## config.mk

```make
export PLATFORM = sky130hd
export DESIGN_NAME = bmp_stream_decoder
export DESIGN_NICKNAME = d
export VERILOG_FILES = /design/src/rtl/bmpsd_pkg.sv /design/src/rtl/bmp_stream_decoder.sv /design/src/rtl/bmpsd_front.sv /design/src/rtl/bmpsd_queue.sv /design/src/rtl/bmpsd_back.sv
export SDC_FILE = /design/constraint.sdc
export NUM_CORES = 2
export LEC_CHECK = 0
export ABC_AREA = 1
export BUFFER_PORTS_ARGS = -buffer_cell sky130_fd_sc_hd__buf_2
export CAP_MARGIN = 20
export CORE_MARGIN = 4
export CORE_UTILIZATION = 25
export CTS_CLUSTER_DIAMETER = 50
export DETAILED_ROUTE_END_ITERATION = 10
export HOLD_SLACK_MARGIN = 0.1
export PLACE_DENSITY = 0.42
export SYNTH_ARGS = -nofsm -noshare
export SYNTH_HDL_FRONTEND = slang
export SYNTH_SLANG_ARGS = --single-unit
```

## constraint.sdc

```tcl
create_clock -name clk -period 10.4 [get_ports clk]
set_input_delay 1.56 -clock clk [delete_from_list [all_inputs] [get_ports clk]]
set_output_delay 1.56 -clock clk [all_outputs]
set_load 0.01 [all_outputs]
```

## src/rtl/bmpsd_pkg.sv

```systemverilog
package bmpsd_pkg;

  localparam int DEF_MAX_WIDTH  = 4096;
  localparam int DEF_MAX_HEIGHT = 4096;
  localparam int QUEUE_DEPTH    = 4;

  localparam int HEADER_BYTES = 54;
  localparam int FILE_HDR     = 14;
  localparam int MIN_DIB      = 40;
  localparam int OFS_SIG0     = 0;
  localparam int OFS_SIG1     = 1;
  localparam int OFS_PIXEL    = 10;
  localparam int OFS_DIB      = 14;
  localparam int OFS_WIDTH    = 18;
  localparam int OFS_HEIGHT   = 22;
  localparam int OFS_PLANES   = 26;
  localparam int OFS_BPP      = 28;
  localparam int OFS_COMP     = 30;
  localparam int STEP_STRIDE  = 29;
  localparam int STEP_PROD_LO = 30;
  localparam int STEP_PROD_HI = 31;
  localparam int STEP_END     = 32;

  localparam logic [7:0] SIG_B   = 8'h42;
  localparam logic [7:0] SIG_M   = 8'h4D;
  localparam logic [7:0] BPP_24  = 8'd24;
  localparam logic [7:0] BPP_32  = 8'd32;

  localparam logic [2:0] ST_OK          = 3'd0;
  localparam logic [2:0] ST_NOT_BMP     = 3'd1;
  localparam logic [2:0] ST_BAD_HEADER  = 3'd2;
  localparam logic [2:0] ST_UNSUPPORTED = 3'd3;
  localparam logic [2:0] ST_TRUNCATED   = 3'd4;
  localparam logic [2:0] ST_TOO_LARGE   = 3'd5;

  localparam int F_NOT_BMP     = 0;
  localparam int F_BAD_HEADER  = 1;
  localparam int F_UNSUPPORTED = 2;
  localparam int F_TRUNCATED   = 3;
  localparam int F_TOO_LARGE   = 4;

  typedef struct packed {
    logic        has_pixel;
    logic        has_status;
    logic [7:0]  red;
    logic [7:0]  green;
    logic [7:0]  blue;
    logic [11:0] column;
    logic [11:0] out_row;
    logic [2:0]  code;
    logic [12:0] width;
    logic [12:0] height;
  } entry_t;

endpackage

```

## src/rtl/bmp_stream_decoder.sv

```systemverilog
// Streaming decoder for uncompressed 24/32-bit bitmap files.
// Input channel: one file byte per transfer (file_byte), end_of_file set on
// the final byte of a file. Output channel: pixel items (is_status 0) with
// red, green, blue, column and out_row, then one status item (is_status 1,
// last 1) per file carrying status_code, image_width and image_height.
// Pixels stream before the status; drop them when the status is not ok.
// Throughput: one byte per cycle while the queue has room. A byte that ends
// a pixel and the file together yields two items, which leave as two transfers.
// A result shows on the output once the output side is free: classification
// and queue write in the transfer cycle, then a queue read into the output
// register.
// A four-entry queue separates the byte classifier from the output stage;
// in_ready drops only when that queue is full, so the output side may stall
// while input transfers go on until the queue fills.
// Reset (synchronous, rst high) clears the decoder to the start of a file and
// empties the queue. After the status item the decoder expects a new file.
// Header arithmetic for the truncation check is spread over header bytes
// 29 to 32: stride, two partial products, then the body end sum.
module bmp_stream_decoder import bmpsd_pkg::*; #(
  parameter int MAX_WIDTH  = DEF_MAX_WIDTH,
  parameter int MAX_HEIGHT = DEF_MAX_HEIGHT
) (
  input  logic        clk,
  input  logic        rst,
  input  logic        in_valid,
  output logic        in_ready,
  input  logic [7:0]  file_byte,
  input  logic        end_of_file,
  output logic        out_valid,
  input  logic        out_ready,
  output logic        is_status,
  output logic [7:0]  red,
  output logic [7:0]  green,
  output logic [7:0]  blue,
  output logic [11:0] column,
  output logic [11:0] out_row,
  output logic [2:0]  status_code,
  output logic [12:0] image_width,
  output logic [12:0] image_height,
  output logic        last
);

  logic   take;
  logic   push;
  entry_t push_data;
  entry_t q_data;
  logic   q_full;
  logic   q_empty;
  logic   q_pop;

  assign in_ready = !q_full;
  assign take     = in_valid && in_ready;

  bmpsd_front #(
    .MAX_WIDTH (MAX_WIDTH),
    .MAX_HEIGHT(MAX_HEIGHT)
  ) u_front (
    .clk        (clk),
    .rst        (rst),
    .take       (take),
    .file_byte  (file_byte),
    .end_of_file(end_of_file),
    .push       (push),
    .entry      (push_data)
  );

  bmpsd_queue u_queue (
    .clk      (clk),
    .rst      (rst),
    .push     (push),
    .push_data(push_data),
    .pop      (q_pop),
    .pop_data (q_data),
    .full     (q_full),
    .empty    (q_empty)
  );

  bmpsd_back u_back (
    .clk         (clk),
    .rst         (rst),
    .q_data      (q_data),
    .q_empty     (q_empty),
    .q_pop       (q_pop),
    .out_valid   (out_valid),
    .out_ready   (out_ready),
    .is_status   (is_status),
    .red         (red),
    .green       (green),
    .blue        (blue),
    .column      (column),
    .out_row     (out_row),
    .status_code (status_code),
    .image_width (image_width),
    .image_height(image_height),
    .last        (last)
  );

endmodule

```

## src/rtl/bmpsd_front.sv

```systemverilog
module bmpsd_front import bmpsd_pkg::*; #(
  parameter int MAX_WIDTH  = DEF_MAX_WIDTH,
  parameter int MAX_HEIGHT = DEF_MAX_HEIGHT
) (
  input  logic       clk,
  input  logic       rst,
  input  logic       take,
  input  logic [7:0] file_byte,
  input  logic       end_of_file,
  output logic       push,
  output entry_t     entry
);

  localparam int CW = $clog2(MAX_WIDTH + 1);
  localparam int RW = $clog2(MAX_HEIGHT + 1);
  localparam int BW = $clog2(4 * MAX_WIDTH + 4);

  logic [31:0]   pos, pos_next;
  logic [31:0]   pixel_start, pixel_start_next;
  logic [31:0]   header_size, header_size_next;
  logic [31:0]   width_seen, width_seen_next;
  logic [31:0]   height_seen, height_seen_next;
  logic [31:0]   habs, habs_next;
  logic [2:0]    bpp, bpp_next;
  logic [4:0]    err, err_next;
  logic [1:0]    bip, bip_next;
  logic [CW-1:0] col, col_next;
  logic [RW-1:0] frow, frow_next;
  logic [BW-1:0] rbc, rbc_next;
  logic [7:0]    held_blue, held_blue_next;
  logic [7:0]    held_green, held_green_next;
  logic [34:0]   stride, stride_next;
  logic [34:0]   dlen, dlen_next;
  logic [66:0]   prod, prod_next;
  logic [67:0]   body_end, body_end_next;

  logic [5:0]  p;
  logic [1:0]  lane;
  logic [31:0] h_abs_new;
  logic [34:0] wb;
  logic [50:0] part;
  logic [4:0]  flags;
  logic [2:0]  code;

  always_comb begin
    pos_next         = (pos == 32'hFFFF_FFFF) ? pos : pos + 32'd1;
    pixel_start_next = pixel_start;
    header_size_next = header_size;
    width_seen_next  = width_seen;
    height_seen_next = height_seen;
    habs_next        = habs;
    bpp_next         = bpp;
    err_next         = err;
    bip_next         = bip;
    col_next         = col;
    frow_next        = frow;
    rbc_next         = rbc;
    held_blue_next   = held_blue;
    held_green_next  = held_green;
    stride_next      = stride;
    dlen_next        = dlen;
    prod_next        = prod;
    body_end_next    = body_end;
    entry            = '0;
    p                = pos[5:0];
    lane             = '0;
    h_abs_new        = '0;
    wb               = '0;
    part             = '0;
    flags            = '0;
    code             = ST_OK;

    if (pos < 32'(HEADER_BYTES)) begin
      if (p == 6'(OFS_SIG0) && file_byte != SIG_B) err_next[F_NOT_BMP] = 1'b1;
      if (p == 6'(OFS_SIG1) && file_byte != SIG_M) err_next[F_NOT_BMP] = 1'b1;
      if (p >= 6'(OFS_PIXEL) && p < 6'(OFS_PIXEL + 4)) begin
        lane = 2'(p - 6'(OFS_PIXEL));
        pixel_start_next[{lane, 3'b000} +: 8] = file_byte;
      end
      if (p >= 6'(OFS_DIB) && p < 6'(OFS_DIB + 4)) begin
        lane = 2'(p - 6'(OFS_DIB));
        header_size_next[{lane, 3'b000} +: 8] = file_byte;
      end
      if (p >= 6'(OFS_WIDTH) && p < 6'(OFS_WIDTH + 4)) begin
        lane = 2'(p - 6'(OFS_WIDTH));
        width_seen_next[{lane, 3'b000} +: 8] = file_byte;
      end
      if (p >= 6'(OFS_HEIGHT) && p < 6'(OFS_HEIGHT + 4)) begin
        lane = 2'(p - 6'(OFS_HEIGHT));
        height_seen_next[{lane, 3'b000} +: 8] = file_byte;
      end
      if (p == 6'(OFS_DIB + 3)) begin
        if (header_size_next < 32'(MIN_DIB) ||
            {1'b0, pixel_start} < 33'(FILE_HDR) + {1'b0, header_size_next})
          err_next[F_BAD_HEADER] = 1'b1;
      end
      if (p == 6'(OFS_HEIGHT + 3)) begin
        h_abs_new = height_seen_next[31] ? 32'd0 - height_seen_next : height_seen_next;
        habs_next = h_abs_new;
        if (width_seen == 32'd0 || width_seen[31] || height_seen_next == 32'd0)
          err_next[F_UNSUPPORTED] = 1'b1;
        else if (width_seen > 32'(MAX_WIDTH) || h_abs_new > 32'(MAX_HEIGHT))
          err_next[F_TOO_LARGE] = 1'b1;
      end
      if (p == 6'(OFS_PLANES) && file_byte != 8'd1) err_next[F_UNSUPPORTED] = 1'b1;
      if (p == 6'(OFS_PLANES + 1) && file_byte != 8'd0) err_next[F_UNSUPPORTED] = 1'b1;
      if (p == 6'(OFS_BPP)) begin
        if (file_byte == BPP_24) bpp_next = 3'd3;
        else if (file_byte == BPP_32) bpp_next = 3'd4;
        else begin
          bpp_next = 3'd0;
          err_next[F_UNSUPPORTED] = 1'b1;
        end
      end
      if (p == 6'(OFS_BPP + 1) && file_byte != 8'd0) err_next[F_UNSUPPORTED] = 1'b1;
      if (p >= 6'(OFS_COMP) && p < 6'(OFS_COMP + 4) && file_byte != 8'd0)
        err_next[F_UNSUPPORTED] = 1'b1;
      if (p == 6'(STEP_STRIDE)) begin
        wb          = {3'b000, width_seen} * {32'd0, bpp};
        dlen_next   = wb;
        stride_next = (wb + 35'd3) & ~35'd3;
      end
      if (p == 6'(STEP_PROD_LO)) begin
        part      = {16'd0, stride} * {35'd0, habs[15:0]};
        prod_next = {16'd0, part};
      end
      if (p == 6'(STEP_PROD_HI)) begin
        part      = {16'd0, stride} * {35'd0, habs[31:16]};
        prod_next = prod + {part, 16'd0};
      end
      if (p == 6'(STEP_END)) body_end_next = {1'b0, prod} + 68'(pixel_start);
    end else if (pos >= pixel_start && err == 5'd0 && bpp != 3'd0 &&
                 32'(frow) < habs) begin
      if (35'(rbc) < dlen) begin
        if (bip == 2'd0) held_blue_next = file_byte;
        else if (bip == 2'd1) held_green_next = file_byte;
        else if (bip == 2'd2) begin
          entry.has_pixel = 1'b1;
          entry.red       = file_byte;
          entry.green     = held_green;
          entry.blue      = held_blue;
          entry.column    = 12'(col);
          entry.out_row   = height_seen[31] ? 12'(frow) : 12'(habs - 32'd1 - 32'(frow));
        end
        if (3'(bip) + 3'd1 >= bpp) begin
          bip_next = '0;
          col_next = col + CW'(1);
        end else begin
          bip_next = bip + 2'd1;
        end
      end
      if (35'(rbc) + 35'd1 >= stride) begin
        rbc_next  = '0;
        col_next  = '0;
        bip_next  = '0;
        frow_next = frow + RW'(1);
      end else begin
        rbc_next = rbc + BW'(1);
      end
    end

    if (end_of_file) begin
      flags = err_next;
      if (pos_next < 32'(HEADER_BYTES)) flags[F_NOT_BMP] = 1'b1;
      if ({1'b0, pos_next} < 33'(FILE_HDR) + {1'b0, header_size_next})
        flags[F_BAD_HEADER] = 1'b1;
      if (habs != 32'd0 && body_end > 68'(pos_next)) flags[F_TRUNCATED] = 1'b1;
      if (flags[F_NOT_BMP]) code = ST_NOT_BMP;
      else if (flags[F_BAD_HEADER]) code = ST_BAD_HEADER;
      else if (flags[F_UNSUPPORTED]) code = ST_UNSUPPORTED;
      else if (flags[F_TRUNCATED]) code = ST_TRUNCATED;
      else if (flags[F_TOO_LARGE]) code = ST_TOO_LARGE;
      else code = ST_OK;
      entry.has_status = 1'b1;
      entry.code       = code;
      entry.width      = (code == ST_OK) ? 13'(width_seen) : 13'd0;
      entry.height     = (code == ST_OK) ? 13'(habs) : 13'd0;
      pos_next         = '0;
      pixel_start_next = '0;
      header_size_next = '0;
      width_seen_next  = '0;
      height_seen_next = '0;
      habs_next        = '0;
      bpp_next         = '0;
      err_next         = '0;
      bip_next         = '0;
      col_next         = '0;
      frow_next        = '0;
      rbc_next         = '0;
      held_blue_next   = '0;
      held_green_next  = '0;
      stride_next      = '0;
      dlen_next        = '0;
      prod_next        = '0;
      body_end_next    = '0;
    end
  end

  assign push = take && (entry.has_pixel || entry.has_status);

  always_ff @(posedge clk) begin
    if (rst) begin
      pos         <= '0;
      pixel_start <= '0;
      header_size <= '0;
      width_seen  <= '0;
      height_seen <= '0;
      habs        <= '0;
      bpp         <= '0;
      err         <= '0;
      bip         <= '0;
      col         <= '0;
      frow        <= '0;
      rbc         <= '0;
      held_blue   <= '0;
      held_green  <= '0;
      stride      <= '0;
      dlen        <= '0;
      prod        <= '0;
      body_end    <= '0;
    end else if (take) begin
      pos         <= pos_next;
      pixel_start <= pixel_start_next;
      header_size <= header_size_next;
      width_seen  <= width_seen_next;
      height_seen <= height_seen_next;
      habs        <= habs_next;
      bpp         <= bpp_next;
      err         <= err_next;
      bip         <= bip_next;
      col         <= col_next;
      frow        <= frow_next;
      rbc         <= rbc_next;
      held_blue   <= held_blue_next;
      held_green  <= held_green_next;
      stride      <= stride_next;
      dlen        <= dlen_next;
      prod        <= prod_next;
      body_end    <= body_end_next;
    end
  end

endmodule

```

## src/rtl/bmpsd_queue.sv

```systemverilog
module bmpsd_queue import bmpsd_pkg::*; (
  input  logic   clk,
  input  logic   rst,
  input  logic   push,
  input  entry_t push_data,
  input  logic   pop,
  output entry_t pop_data,
  output logic   full,
  output logic   empty
);

  localparam int AW = $clog2(QUEUE_DEPTH);

  entry_t          mem [QUEUE_DEPTH];
  logic [AW-1:0]   wptr;
  logic [AW-1:0]   rptr;
  logic [AW:0]     count;

  assign full     = (count == (AW+1)'(QUEUE_DEPTH));
  assign empty    = (count == '0);
  assign pop_data = mem[rptr];

  always_ff @(posedge clk) begin
    if (push) mem[wptr] <= push_data;
  end

  always_ff @(posedge clk) begin
    if (rst) begin
      wptr  <= '0;
      rptr  <= '0;
      count <= '0;
    end else begin
      if (push) wptr <= wptr + AW'(1);
      if (pop) rptr <= rptr + AW'(1);
      count <= count + (AW+1)'(push) - (AW+1)'(pop);
    end
  end

endmodule

```

## src/rtl/bmpsd_back.sv

```systemverilog
module bmpsd_back import bmpsd_pkg::*; (
  input  logic        clk,
  input  logic        rst,
  input  entry_t      q_data,
  input  logic        q_empty,
  output logic        q_pop,
  output logic        out_valid,
  input  logic        out_ready,
  output logic        is_status,
  output logic [7:0]  red,
  output logic [7:0]  green,
  output logic [7:0]  blue,
  output logic [11:0] column,
  output logic [11:0] out_row,
  output logic [2:0]  status_code,
  output logic [12:0] image_width,
  output logic [12:0] image_height,
  output logic        last
);

  entry_t cur;
  logic   cur_valid;
  logic   xfer;
  logic   finish;
  logic   load;
  logic   pix;

  assign pix    = cur.has_pixel;
  assign xfer   = cur_valid && out_ready;
  assign finish = xfer && !(cur.has_pixel && cur.has_status);
  assign load   = !cur_valid || finish;
  assign q_pop  = load && !q_empty;

  assign out_valid    = cur_valid;
  assign is_status    = !pix;
  assign red          = pix ? cur.red : 8'd0;
  assign green        = pix ? cur.green : 8'd0;
  assign blue         = pix ? cur.blue : 8'd0;
  assign column       = pix ? cur.column : 12'd0;
  assign out_row      = pix ? cur.out_row : 12'd0;
  assign status_code  = pix ? ST_OK : cur.code;
  assign image_width  = pix ? 13'd0 : cur.width;
  assign image_height = pix ? 13'd0 : cur.height;
  assign last         = !pix;

  always_ff @(posedge clk) begin
    if (rst) begin
      cur_valid <= 1'b0;
    end else if (load) begin
      cur_valid <= !q_empty;
      cur       <= q_data;
    end else if (xfer) begin
      cur.has_pixel <= 1'b0;
    end
  end

endmodule

```

==> After elaboration in Yosys (flattened, before gate mapping) <==
Memory sizes are Yosys's and may differ from the RTL's. A register that Yosys moved wholly into a read port is not among the register bits.
Index checks and enable logic that the tools add are counted.
{ "totals": {"ff_bits": 550, "mem_bits_rw": 316, "inputBits": 13, "output_inout_bits": 81, "mem_count": 1} }
{ "memory_table": {"columns": ["memory", "depth", "word_bits", "rd", "rd_ports_with_merged_regs", "write_ports", "line", "source"], "rows": [
  ["u_queue.mem", 4, 79, 1, 1, 1, "bmpsd_queue.sv:14", "entry_t mem [QUEUE_DEPTH];"]
]} }
{ "op_classes": {"addsub": 27, "n_mul": 3, "magnitude_cmp": 23, "n_eq_ne": 21, "shift": 8, "muxes": 135, "n_bitwise": 1, "n_reduce_logical": 74} }
{ "op_table": {"columns": ["operator", "count"], "rows": [
  ["two-way mux 32 bit", 20],
  ["two-way mux 48 bit", 6],
  ["two-way mux 67 bit", 4],
  ["two-way mux 35 bit", 6],
  ["two-way mux 68 bit", 3],
  ["two-way mux 13 bit", 14],
  ["bitwise mux 32 bit", 4],
  ["variable shift 8 x 7 -> 32 bit, first input constant", 4],
  ["variable part select 8 x 7 -> 32 bit", 4],
  ["two-way mux 8 bit", 14],
  ["multiplier 35 x 16 -> 51 bit", 2],
  ["less-than comparator 32 x 6 -> 1 bit, second input constant", 3],
  ["adder 67 x 32 -> 68 bit", 1],
  ["greater-than comparator 68 x 32 -> 1 bit", 1],
  ["adder 67 bit", 1],
  ["adder 4 x 32 -> 33 bit, first input constant", 2],
  ["less-than comparator 32 x 33 -> 1 bit", 2],
  ["greater-than comparator 32 x 13 -> 1 bit, second input constant", 2],
  ["logical NOT 32 bit", 2],
  ["two-way mux 15 bit", 4],
  ["== test 6 x 5 -> 1 bit, second input constant", 8],
  ["two-way mux 3 bit", 13],
  ["two-way mux 12 bit", 3],
  ["adder 35 x 2 -> 35 bit, second input constant", 1],
  ["56 further kinds", 168]
]} }

==> Logic depth before layout (Yosys ltp) <==
{ "depth": {"word_depth": 26, "depth_mapped": 45} }

==> Modules after synthesis <==
A second synthesis with hierarchy kept.
{ "unflattened": {"hier_cells": 11723, "hier_area_um2": 88044.4} }
{ "modules_own_cells": {"columns": ["mod", "n_inst", "cells_per_inst", "area_per_inst_um2", "seq_area_each_um2"], "rows": [
  ["bmpsd_front", 1, 10484, 71482.3, 9148.8],
  ["bmpsd_queue", 1, 978, 13444.1, 9669.3],
  ["bmpsd_back", 1, 258, 3104.2, 2392.3],
  ["bmp_stream_decoder", 1, 3, 13.8, 0.0]
]} }

==> Worst setup path after synthesis <==
Ideal clock, no wire load.
{ "synth_path": {"kind": "input port to flip-flop", "startpoint": "in in_valid", "endpoint": "mem u_queue.mem[0][0] in the netlist's numbering, enable pin", "t_arrival_ns": 7.826, "required_time_ns": 9.764, "slack_ns": 1.937, "path_stages": 5, "n_path_buf": 1, "cell_sequence": "nand2_1 > inv_1 > clkbuf_1 > nand2_1 > a21boi_0"} }
{ "synth_between": {"elab_chain_len": 4} }
{ "synth_rtl": {"columns": ["element", "line", "source"], "rows": [
  ["start: declaration", "bmp_stream_decoder.sv:25", "input logic in_valid,"],
  ["logical AND 1 bit", "bmp_stream_decoder.sv:52", "assign take = in_valid && in_ready;"],
  ["logical AND 1 bit", "bmpsd_front.sv:199", "assign push = take && (entry.has_pixel || entry.has_status);"],
  ["two-way mux 1 bit", "bmpsd_queue.sv:24", "if (push) mem[wptr] <= push_data;"],
  ["two-way mux 1 bit (implied by the code)", "bmpsd_queue.sv:24", null],
  ["end: declaration", "bmpsd_queue.sv:14", null]
]} }
No other way between the ends.

==> Worst setup path after layout <==
{ "layout_path": {"startpoint": "reg u_front.stride[23]", "endpoint": "reg u_front.prod[64]"} }
{ "layout_between": {"elab_chain_len": 5} }
{ "layout_rtl": {"columns": ["element", "line", "source"], "rows": [
  ["start: declaration", "bmpsd_front.sv:32", "logic [34:0] stride, stride_next;"],
  ["start signal: assignment", "bmpsd_front.sv:236", "stride <= stride_next;"],
  ["multiplier 35 x 16 -> 51 bit", "bmpsd_front.sv:128", "part = {16'd0, stride} * {35'd0, habs[31:16]};"],
  ["adder 67 bit", "bmpsd_front.sv:129", "prod_next = prod + {part, 16'd0};"],
  ["two-way mux 67 bit", "bmpsd_front.sv:127", "if (p == 6'(STEP_PROD_HI)) begin"],
  ["two-way mux 67 bit", "bmpsd_front.sv:73", "if (pos < 32'(HEADER_BYTES)) begin"],
  ["two-way mux 67 bit", "bmpsd_front.sv:162", "if (end_of_file) begin"],
  ["end signal: assignment", "bmpsd_front.sv:238", "prod <= prod_next;"],
  ["end: declaration", "bmpsd_front.sv:34", "logic [66:0] prod, prod_next;"]
]} }
No other way between the ends. The select of a mux whose other input is x is not followed.
A chain may end at the register's enable or synchronous reset.

==> qor.yml <==
clocking:
  cts.repair.resized: 0
  max-clock-path-buffers: 3
  clk_pin_slew_ps: 60
  cts_root_buffer: "clkbuf_16"
  numCtsBuffers: 144
  post_cts_buffers: 0
  cts_hold_buf: 0
  numClockSinks: 862
  htree_levels: 4
  worstSkewPairLatency_ps: 830
  cts_tree: "built"
yosys:
  synth_nets: 13168
  synth_seq_cells: 862
  yosys.cell_types.count: 81
  syn_inst: 11697
  yosysTopAreaCell: "fa_1"
  synth_enable_flop_cells: 395
  yosysSeqAreaShare: 0.2423
  async_flop_share: 0
  synth_most_common_cell: "nand2_1"
  ys.flop_type: "dfxtp_1"
  yosys-top-cells-count: "nand2_1, inv_1, nor2_1"
  synthTopCellsByArea: "fa_1, edfxtp_1, nand2_1"
  synth_top_area_frac: 0.2053
  ys_warn_count: 0
  avgSynthCellArea_um2: 7.485
  synthesis.area_um2: 87550
hold_path:
  hold_path.class: "reg2reg"
setup_path:
  path_max_fanout: 15
  arrival_ps: 9730
  cp.required_ps: 11040
  path_class: "reg2reg"
  crit_path_top_delay_cell: "dfxtp_1"
  start_kind: "register"
  cpPeakStageDelay_ps: 950
  cp-end-kind: "register"
sta:
  finalMaxSlewViolations: 0
  timing.final.ws_setup_ps: 1308
  setup_tns_ps: 0
  relSlewSlack: 0.1850
  period_minus_slack_ps: 9092
  finClkSkew_ps: 86.95
  rsz0062_at_grt: "no"
  fin_crit_sh: 0.8742
  worst-slew-pin-transition_ps: 1218
  max_freq_mhz: 110.0
  finalSetupViolations: 0
  hold_viol: 0
die:
  placementRows: 217
  die_y_um: 599.8
  die_area_um2: 359700
  num_io_pins: 94
  start_util: 0.2507
  core_area_um2: 349200
  die_x_um: 599.8
cells_and_area:
  nNetsFinal: 13073
  num-fill-cells: 38408
  fin_util: 0.2822
  area_delta_synth_final_pct: 12.53
  stdcell_area_um2: 98520
  drive_above_1_share: 0.06593
grt:
  gr-total-overflow: 0
  first_global_vias: 76186
  grt_pass1_wl_um: 510200
  grtUsageTotal: 0.1881
  antenna_found_initial: 12
  grt_max_degree: 119
drt:
  vias: 76200
  wire_per_inst_um: 20.93
  detail-route-antenna-nets: 0
  firstDrtPassIters: 6
  routed_wl_um: 341700
  drc: 0
  drtIter0Drc: 5883
  vias_per_cell: 4.667
placed_design:
  gp_congestion: 0.9408
  dpl_cell_area_um2: 93240
  portBuffers: 93
  dp_hpwl_um: 269100
  dp_slack_ps: 1464
power:
  comb_power_share: 0.163
  p_seq_frac: 0.364
  leakagePower_nw: 46.37
  swShare: 0.3167
  p_sw_mw: 3.440
  vdd_drop_max_uv: 122.7
  p_int_mw: 7.423
  power_density_nw_per_um2: 110.3
  power_frac_clock: 0.472
status:
  outcome: "completed"
flow_run:
  cap_violations: 0
kinds of logic (layout without fill, tap and decap cells):
kind of cell	count (synthesis)	count (layout)	synth area share
AOI/OAI and AO/OA	1679	1679	0.1073
DFF	862	862	0.2423
other	0	3	0
and+or+nand+nor	4731	4731	0.2239
buffers and inverters	2757	2785	0.1201
xor gates and xnor gates	210	210	0.02109
adders and majority gates	1458	1458	0.2854
placed cells by master (no fill, tap or decap), drive strengths merged, types with 30 or more instances in the layout:
| cell type | Yosys | layout |
|---|---|---|
| clkinv | 10 | 57 |
| nor3 | 131 | 131 |
| o21ai | 491 | 491 |
| o21a | 30 | 30 |
| edfxtp | 395 | 395 |
| nand3 | 347 | 347 |
| nand2 | 2984 | 2984 |
| o22ai | 99 | 99 |
| clkbuf | 449 | 178 |
| nor2 | 967 | 967 |
| ha | 560 | 560 |
| nand4 | 129 | 129 |
| buf | 64 | 272 |
| nor4 | 79 | 79 |
| a31oi | 63 | 63 |
| or2 | 56 | 56 |
| xnor2 | 53 | 53 |
| a211oi | 51 | 51 |
| dfxtp | 467 | 467 |
| a21oi | 806 | 806 |
| fa | 898 | 898 |
| inv | 2233 | 2252 |
| o211ai | 30 | 30 |
| xor2 | 157 | 157 |
area by class of cell:
type                       count  area [µm²]  area share
tap                         4599        5754     0.05841
sequential                   862       21270      0.2159
clock buffer                 177        3897     0.03956
multi-input combinational   8078       55920      0.5676
clock inverter                92        1331     0.01351
inverter                    2243        8424     0.08551
timing repair buffer         273        1919     0.01948
antenna                        3       7.507  0.00007620
per-layer routing:
layer	wire (µm)	GRT usage	up-vias
li1	-	-	36451
met1	157000	0.2586	37527
met2	158100	0.3108	1829
met3	15010	0.01922	391
met4	11550	0.05696	2
met5	13	0	-
sequential cells by signal (all words and copies together), names as in the netlist, 3 cells and up, named ones only:
register,flops
u_front.prod,65
u_front.pixel_start,32
u_front.body_end,68
u_front.col,12
u_front.frow,13
u_front.habs,32
u_front.rbc,15
u_front.held_green,8
u_front.width_seen,32
u_front.stride,33
u_front.header_size,32
u_front.held_blue,8
u_front.height_seen,32
u_back.cur,78
u_front.dlen,35
u_front.err,4
u_queue.mem,316
u_front.pos,32
u_queue.count,3
critical path: cells and delay by family, from the launching register on:
family	cells	cell delay [ps]
compound gates	9	1970
xor+xnor	1	160
flops	1	950
buf+inv	7	740
simple gates	8	1300
fa+ha+maj	8	3780
stage by stage:
stage / hold WS [ps] / total power [mW] / std cells
detailed placement: 445.9 / 5.852 / 16052
finish: 453.2 / 10.86 / 16327
global route: 477.5 / 11.36 / 16325
CTS: 455.2 / 11.03 / 16321
global placement: 442.8 / 5.856 / 16052
floorplan: 430.0 / 5.051 / 11697
worst paths after layout:
| kind | startpoint | endpoint | slack (ps) | depth (start not counted) |
|---|---|---|---|---|
| worst max register to register | u_front.stride[23] | u_front.prod[64] | 1310 | 33 |
| worst min-delay path | u_front.held_blue[1] | u_front.held_blue[1] | 450 | 2 |
| worst max-delay path | u_front.stride[23] | u_front.prod[64] | 1310 | 33 |
| worst min register to register | u_front.held_blue[1] | u_front.held_blue[1] | 450 | 2 |
power groups by stage:
stage / clock, mW / combinational, mW / sequential [mW]
CTS: 5.25 / 1.82 / 3.97
detailed placement: 0 / 1.82 / 4.04
global route: 5.40 / 1.98 / 3.98
finish: 5.13 / 1.77 / 3.96
global placement: 0 / 1.82 / 4.04
floorplan: 0 / 1.10 / 3.95
Note: power is estimated with default switching activity, not from simulation.
